--- src/sv/positional_linked_list_engine_core_macros.svh ---
// Assertion macros for the linked list engine core.
`ifndef POSITIONAL_LINKED_LIST_ENGINE_CORE_MACROS_SVH
`define POSITIONAL_LINKED_LIST_ENGINE_CORE_MACROS_SVH
// Implication checked every clock, masked during reset.
`define PLL_ASSERT_IMP(label, clk, rst, pre, post, msg) \
   label: assert property (@(posedge clk) disable iff (rst) (pre) |-> (post)) else $error(msg);
// Next-cycle implication, masked during reset.
`define PLL_ASSERT_NXT(label, clk, rst, pre, post, msg) \
   label: assert property (@(posedge clk) disable iff (rst) (pre) |=> (post)) else $error(msg);
`endif

--- src/sv/pll_pkg.sv ---
// Shared types and constants for the linked list engine.
package pll_pkg;
   localparam int Capacity = 256;
   localparam int ValueWidth = 32;
   localparam int SlotWidth = $clog2(Capacity);
   localparam int CountWidth = $clog2(Capacity + 1);

   localparam logic [2:0] OP_ADD_FRONT = 3'd0;
   localparam logic [2:0] OP_ADD_END = 3'd1;
   localparam logic [2:0] OP_REM_FRONT = 3'd2;
   localparam logic [2:0] OP_REM_END = 3'd3;
   localparam logic [2:0] OP_INSERT = 3'd4;
   localparam logic [2:0] OP_REM_AT = 3'd5;

   localparam logic [1:0] ST_DONE = 2'd0;
   localparam logic [1:0] ST_IGNORED = 2'd1;
   localparam logic [1:0] ST_FULL = 2'd2;

   // Datapath commands issued by the controller.
   localparam logic [3:0] CMD_NONE = 4'd0;
   localparam logic [3:0] CMD_LATCH = 4'd1;  // capture request word
   localparam logic [3:0] CMD_WALK_START = 4'd2;  // cursor = head, read link
   localparam logic [3:0] CMD_WALK_STEP = 4'd3;  // cursor = link read data
   localparam logic [3:0] CMD_ADD_FRONT = 4'd4;
   localparam logic [3:0] CMD_ADD_END = 4'd5;
   localparam logic [3:0] CMD_REM_FRONT = 4'd6;
   localparam logic [3:0] CMD_REM_END = 4'd7;  // cursor is predecessor
   localparam logic [3:0] CMD_INS_MID = 4'd8;  // cursor is position node
   localparam logic [3:0] CMD_REM_MID_A = 4'd9;  // cursor is predecessor
   localparam logic [3:0] CMD_REM_MID_B = 4'd10; // victim link read back
   localparam logic [3:0] CMD_REPORT_RD = 4'd11; // latch result status (head and tail values are read every cycle)
   localparam logic [3:0] CMD_FREE_RD = 4'd12; // read link of free head

   typedef struct packed {
      logic [3:0] cmd;
      logic [1:0] status;
   } ctl_type;

   typedef struct packed {
      logic [2:0] op;
      logic [7:0] pos;
      logic [CountWidth-1:0] count;
      logic have_slot;
      logic from_free;
   } sts_type;
endpackage

--- src/sv/pll_controller.sv ---
// Controller: sequences each operation word through datapath commands.
module pll_controller (
   input logic clock,
   input logic reset,
   input logic start,
   output logic busy,
   output logic rsp_valid,
   output pll_pkg::ctl_type ctl,
   input pll_pkg::sts_type sts
);
   import pll_pkg::*;

   localparam logic [3:0] S_IDLE = 4'd0;
   localparam logic [3:0] S_DECODE = 4'd1;
   localparam logic [3:0] S_FREE = 4'd2;
   localparam logic [3:0] S_ADD = 4'd3;
   localparam logic [3:0] S_WALK = 4'd4;
   localparam logic [3:0] S_WAIT = 4'd5;
   localparam logic [3:0] S_FINISH = 4'd6;
   localparam logic [3:0] S_REPORT = 4'd7;
   localparam logic [3:0] S_OUT = 4'd8;
   localparam logic [3:0] S_RDHEAD = 4'd9;
   localparam logic [3:0] S_MIDB = 4'd10;
   localparam logic [3:0] S_PAD = 4'd11;

   logic [3:0] state_ff, state_in;
   logic [3:0] act_ff, act_in;     // list command of this operation, issued after any walk
   logic [7:0] steps_ff, steps_in; // walk steps remaining
   logic [1:0] status_ff, status_in;

   assign busy = (state_ff != S_IDLE);
   assign rsp_valid = (state_ff == S_OUT);

   always_comb begin
      state_in = state_ff; act_in = act_ff; steps_in = steps_ff; status_in = status_ff;
      ctl.cmd = CMD_NONE; ctl.status = status_ff;
      case (state_ff)
         S_IDLE: if (start) begin
            ctl.cmd = CMD_LATCH; state_in = S_DECODE;
         end
         S_DECODE: begin
            status_in = ST_DONE; state_in = S_REPORT;
            case (sts.op)
               OP_ADD_FRONT, OP_ADD_END: begin
                  act_in = (sts.op == OP_ADD_FRONT) ? CMD_ADD_FRONT : CMD_ADD_END;
                  state_in = S_FREE;
               end
               OP_REM_FRONT: if (sts.count == '0) status_in = ST_IGNORED;
                  else begin act_in = CMD_REM_FRONT; state_in = S_RDHEAD; end
               OP_REM_END: if (sts.count == '0) status_in = ST_IGNORED;
                  else if (sts.count == 9'd1) begin
                     act_in = CMD_REM_FRONT; state_in = S_RDHEAD;
                  end else begin
                     act_in = CMD_REM_END; steps_in = 8'(sts.count - 9'd2);
                     state_in = S_WALK;
                  end
               OP_INSERT: if (sts.count == '0) begin
                     act_in = CMD_ADD_FRONT; state_in = S_FREE;
                  end else if (9'(sts.pos) >= sts.count) status_in = ST_IGNORED;
                  else if (9'(sts.pos) == sts.count - 9'd1) begin
                     act_in = CMD_ADD_END; state_in = S_FREE;
                  end else begin
                     act_in = CMD_INS_MID; state_in = S_FREE;
                  end
               OP_REM_AT: if (9'(sts.pos) >= sts.count) status_in = ST_IGNORED;
                  else if (sts.pos == 8'd0) begin
                     act_in = CMD_REM_FRONT; state_in = S_RDHEAD;
                  end else if (9'(sts.pos) == sts.count - 9'd1) begin
                     act_in = CMD_REM_END; steps_in = 8'(sts.count - 9'd2);
                     state_in = S_WALK;
                  end else begin
                     act_in = CMD_REM_MID_A; steps_in = sts.pos - 8'd1;
                     state_in = S_WALK;
                  end
               default: status_in = ST_IGNORED;
            endcase
         end
         // adds: check for a slot, prefetch free-list successor, walk first for a middle insert
         S_FREE: if (!sts.have_slot) begin
               status_in = ST_FULL; state_in = S_REPORT;
            end else begin
               ctl.cmd = CMD_FREE_RD;
               if (act_ff == CMD_INS_MID) begin
                  steps_in = sts.pos; state_in = S_WALK;
               end else state_in = S_ADD;
            end
         S_ADD: begin ctl.cmd = act_ff; state_in = S_PAD; end
         S_RDHEAD: begin ctl.cmd = CMD_WALK_START; steps_in = 8'd0; state_in = S_WAIT; end
         S_WALK: begin
            // walk restarts at the head; for an insert the datapath saves the free successor
            ctl.cmd = CMD_WALK_START; state_in = S_WAIT;
         end
         S_WAIT: if (steps_ff == 8'd0) state_in = S_FINISH;
            else begin
               ctl.cmd = CMD_WALK_STEP; steps_in = steps_ff - 8'd1;
            end
         S_FINISH: begin
            ctl.cmd = act_ff;
            state_in = (act_ff == CMD_REM_MID_A) ? S_MIDB : S_PAD;
         end
         S_MIDB: begin ctl.cmd = CMD_REM_MID_B; state_in = S_PAD; end
         S_PAD: state_in = S_REPORT;
         S_REPORT: begin ctl.cmd = CMD_REPORT_RD; state_in = S_OUT; end
         S_OUT: state_in = S_IDLE;
         default: state_in = S_IDLE;
      endcase
   end

   always_ff @(posedge clock) begin
      if (reset) begin
         state_ff <= S_IDLE; act_ff <= CMD_NONE; steps_ff <= '0; status_ff <= ST_DONE;
      end else begin
         state_ff <= state_in; act_ff <= act_in; steps_ff <= steps_in;
         status_ff <= status_in;
      end
   end
endmodule

--- config.mk ---
export PLATFORM = sky130hd
export DESIGN_NAME = pll_controller
export DESIGN_NICKNAME = d
export VERILOG_FILES = /design/src/sv/positional_linked_list_engine_core_macros.svh /design/src/sv/pll_pkg.sv /design/src/sv/pll_controller.sv
export SDC_FILE = /design/constraint.sdc
export NUM_CORES = 1
export LEC_CHECK = 0
export ABC_AREA = 1
export BUFFER_PORTS_ARGS = -buffer_cell sky130_fd_sc_hd__buf_2
export CORE_ASPECT_RATIO = 1.5
export CORE_MARGIN = 4
export CORE_UTILIZATION = 59
export DETAILED_ROUTE_END_ITERATION = 10
export HOLD_SLACK_MARGIN = 0.02
export PLACE_DENSITY_LB_ADDON = 0.08
export REMOVE_ABC_BUFFERS = 1
export SKIP_LAST_GASP = 1
export SLEW_MARGIN = 20
export SYNTH_ARGS = -nofsm -noshare
export SYNTH_HDL_FRONTEND = slang
export SYNTH_SLANG_ARGS = --single-unit
--- constraint.sdc ---
create_clock -name clock -period 2.2 [get_ports clock]
set_input_delay 0.33 -clock clock [delete_from_list [all_inputs] [get_ports clock]]
set_output_delay 0.33 -clock clock [all_outputs]
set_load 0.05 [all_outputs]
After elaboration in Yosys (flattened, before gate mapping):

Index checks and enable logic that the tools add are counted.

* register bits: 18
* input bits: 25
* output and inout port bits: 8
* logic and storage cells: 107

* $add $sub $neg: 4
* magnitude comparators: 1
* equal/unequal tests: 35
* multiplexer cells: 45
* reductions and logical operators: 18

Operators by type and width (number)
* $mux 4: 16
* $mux 8: 8
* $pmux 4 s5: 2
* $pmux 4 s9: 1
* $pmux 8 s4: 1
* $pmux 4 s7: 1
* $eq 4x4->1 const B: 6
* $ne 2x2->1 const B: 9
* $eq 4x3->1 const B: 4
* $logic_not 8->1: 2
* $pmux 8 s2: 1
* $sub 8x1->8 const B: 2
* $ne 3x3->1 const B: 5
* $mux 3: 4
* $reduce_or 2->1: 5
* $eq 8x9->1: 1
* $eq 9x1->1 const B: 1
* $ge 8x9->1: 1
* $logic_not 9->1: 1
* $reduce_and 9->1: 1
* $sub 9x1->9 const B: 1
* $eq 4x2->1 const B: 2
* $reduce_bool 4->1: 2
* $sub 8x2->8 const B: 1
* 15 further kinds: 25

Longest topological paths before layout:

* word-level depth: 7
* mapped depth: 16
* mapped depth without buffers: 15

Least setup slack after synthesis:

No wires, ideal clock.

* path kind: reg2out
* start: register state_ff[3]
* end: output ctl[4] (netlist bit)
* arrival: 1.891 ns
* required time: 1.870 ns
* setup slack: -0.021 ns
* cell stages (with the launch flop): 6
* buffers on the path: 0
* cell sequence: dfxtp_1 -> nor2_1 -> inv_2 -> nor2_1 -> a21oi_1 -> o21ai_0

RTL lines
* start, declared: line pll_controller.sv:26 `logic [3:0] state_ff, state_in;`
* start signal, assigned: line pll_controller.sv:113 `state_ff <= state_in; act_ff <= act_in; steps_ff <= steps_in;`
* end, declared: line pll_controller.sv:8 `output pll_pkg::ctl_type ctl,`

==> results.yml <==
clock_network:
  clk-insertion-delay-late_ns: 0.26
  cts_tree: "yes"
  clockBufferDepth: 2
  numCtsBuffers: 3
  cts.clk_slew.worst_paths_ns: 0.07
  cts-htree-levels: 1
  cts_hold_buffers: 0
  clock_sinks: 18
  root_buffer: "clkbuf_8"
layout:
  fin_area_um2: 2860
  nets: 512
  fill_cells: 383
  post-route-util_pct: 70.9
  drive_gt1_share_pct: 21.7
  antennaDiodeCount: 0
  area_growth_pct: 13.6
sta:
  post-route-period-util_pct: 94.8
  setup_viol: 0
  max_freq_mhz: 480
  hold_viol_final: 0
  maxSlewViolCount: 0
  fin_crit_ns: 2.08
  maxSlewHeadroom_pct: 71.0
  clock_skew_ns: 0.00422
  tightest_slew_ns: 0.435
  rsz0062_at_grt: "false"
yosys:
  synth_edf_count: 0
  synth_top_flop_cell: "dfxtp_1"
  syn_inst: 420
  synth-async-reset-ratio_pct: 0
  yosys.area.top_type: "nand2_1"
  yosys_warnings: 0
  synth_top_area_share_pct: 15.8
  synth_seq_cells: 18
  synth.distinct_cells: 39
  syn-cell-area_um2: 2510
  avgSynthCellArea_um2: 5.98
  synthTopCellsByArea: "nand2_1 16%, dfxtp_1 14%, ha_1 10%, inv_1 9.3%, nand3_1 7.6%"
  yosysSeqAreaShare_pct: 14.3
critical_path:
  timing.rr.start: "state_ff[3]"
  crit_path_end_kind: "output port"
  r2r_cells: 9
  cp.required_ns: 1.87
  worstReg2RegEnd: "steps_ff[5]"
  path_max_fanout: 5
  startpoint_type: "register"
  r2r_slack_ns: 0.45
  worstSetupPathType: "reg2out"
  crit_arrival_ns: 1.75
route:
  vias_per_cell: 5.40
  vias: 2761
  ant_nets: 0
  dr.pass1.iters: 4
  wl_um: 6360
  wl_per_cell_um: 12.4
  drc: 0
  drtIter0Drc: 137
place:
  dpl_cell_area_um2: 2780
  port_buffers: 31
  place_congestion: 0.917
  dp.final_hpwl_um: 5270
die:
  dieArea_um2: 5390
  rows: 28
  io_pins: 33
  initial_core_util_pct: 62.4
  die_height_um: 87.9
  fp.dieW_um: 61.3
  coreArea_um2: 4030
grt:
  grt_pass1_vias: 2655
  grt_max_degree: 17
  overflow: 0
  grt_first_pass_wirelength_um: 10900
  antenna_found_initial: 0
  grt.total_usage_pct: 25.9
outcome:
  outcome: "completed"
power_and_ir_drop:
  p_leak_nw: 1.51
  p_per_area_nw_per_um2: 835
  ir_worst_vdd_mv: 1.18
worst_hold_path:
  min_path_type: "in2reg"
  hold_depth: 2
  hold_path.startpoint: "reset"
  min_to: "act_ff[0]"
run:
  cap_violations: 0
## power by group
part / internal (mW) / total, mW / switching [mW]
sequential: 0.434 / 0.522 / 0.0880
clock: 0.159 / 0.278 / 0.119
combinational: 0.537 / 1.58 / 1.05
total: 1.13 / 2.39 / 1.25
## worst max-delay path, stage by stage, from the launching register on
cell and delay (ns):
dfxtp_1 0.40, nor2_1 0.09, inv_2 0.12, nor2_1 0.08, a21oi_1 0.30, o21ai_0 0.14, nor2_1 0.11, nand2_1 0.05
clkbuf_4 0.20
## metal layers
layer | GRT usage [%] | share of wire (%) | up-vias
met5 | 0 | 0 | -
met4 | 9.07 | 2.9 | 0
met3 | 2.95 | 3.9 | 19
met2 | 50.3 | 54 | 69
met1 | 27.0 | 39 | 1225
li1 | - | - | 1448
## cell families (layout without fill, tap and decap cells)
logic type / after synthesis / after routing / share of synthesized area [%]
fa+ha+maj: 20 / 20 / 9.96
flops: 18 / 18 / 14.3
buf+inv: 77 / 123 / 12.8
compound gates: 62 / 62 / 15.3
simple gates: 227 / 227 / 42.1
xor+xnor: 16 / 16 / 5.57
## stage by stage
step                      hold WS (ns)  instances  total power, mW  setup slack (ns)  setup TNS [ns]
after global placement           0.450        505             2.04            0.0734               0
after CTS                        0.371        509             2.35             0.129               0
after floorplan                  0.392        415             1.74           -0.0208         -0.0208
after detailed placement         0.453        505             2.07            0.0134               0
after global routing             0.387        511             2.61          0.000711               0
final                            0.367        511             2.39             0.115               0
## layout make-up
class	count	area [um2]	area share, %
multi-input combinational	325	1830	64.2
tap	45	56.3	1.97
sequential	18	360	12.6
inverter	72	270	9.46
clock buffer	4	55.1	1.93
timing repair buffer	47	280	9.81
## registers in the layout, indices dropped and copies added (netlist names)
register / cells
steps_ff: 8
state_ff: 4
act_ff: 4
status_ff: 2
## cells in the mapped netlist (2+ instances only)
master / n
nand2_1: 106
inv_1: 62
nand3_1: 38
nor2_1: 36
ha_1: 20
a21oi_1: 18
dfxtp_1: 18
o21ai_0: 18
nor2_2: 12
xor2_1: 11
a21oi_2: 10
inv_2: 9
nor3_1: 8
nand2_2: 7
nand4_1: 5
o22ai_1: 5
xnor2_1: 5
nand3_2: 4
and2_1: 2
buf_6: 2
nand3b_1: 2
nor2_4: 2
nor4_1: 2
o211ai_1: 2
o21ai_1: 2
## placed cells by master (no fill, tap or decap)
master,n
nand2_1,106
inv_1,61
nand3_1,38
nor2_1,35
buf_2,29
ha_1,20
a21oi_1,18
dfxtp_1,18
o21ai_0,17
buf_4,16
nor2_2,13
xor2_1,11
inv_2,10
a21oi_2,10
nor3_1,8
nand2_2,7
xnor2_1,5
nand4_1,5
o22ai_1,5
nand3_2,4
clkbuf_8,4
o21ai_1,3
o211ai_1,2
nor2_4,2
and2_1,2
nor4_1,2
nand3b_1,2
clkbuf_4,2
o2111ai_1,1
nor2_8,1
o21bai_1,1
a31oi_1,1
clkinv_1,1
nor3_2,1
a211oi_2,1
nand2_4,1
a211oi_1,1
o32ai_1,1
o221ai_1,1
## what timing repair did
item                                    in CTS  in global routing
endpoints found under the setup margin       0                  4
gates resized for setup                      0                  5
setup buffers                                0                  2
## how the worst max path moves through the flow
stage | from | to | slack, ns | depth (start not counted)
2_1_floorplan | state_ff[3] | ctl[4] | -0.02 | 5
3_3_place_gp | sts[3] | steps_ff[4] | 0.07 | 14
3_5_place_dp | sts[3] | steps_ff[4] | 0.01 | 14
4_1_cts | steps_ff[0] | ctl[2] | 0.13 | 10
5_1_grt | state_ff[3] | ctl[4] | 0.0007 | 7
6_report | state_ff[3] | ctl[2] | 0.12 | 8
(Power assumes the default switching activity.)
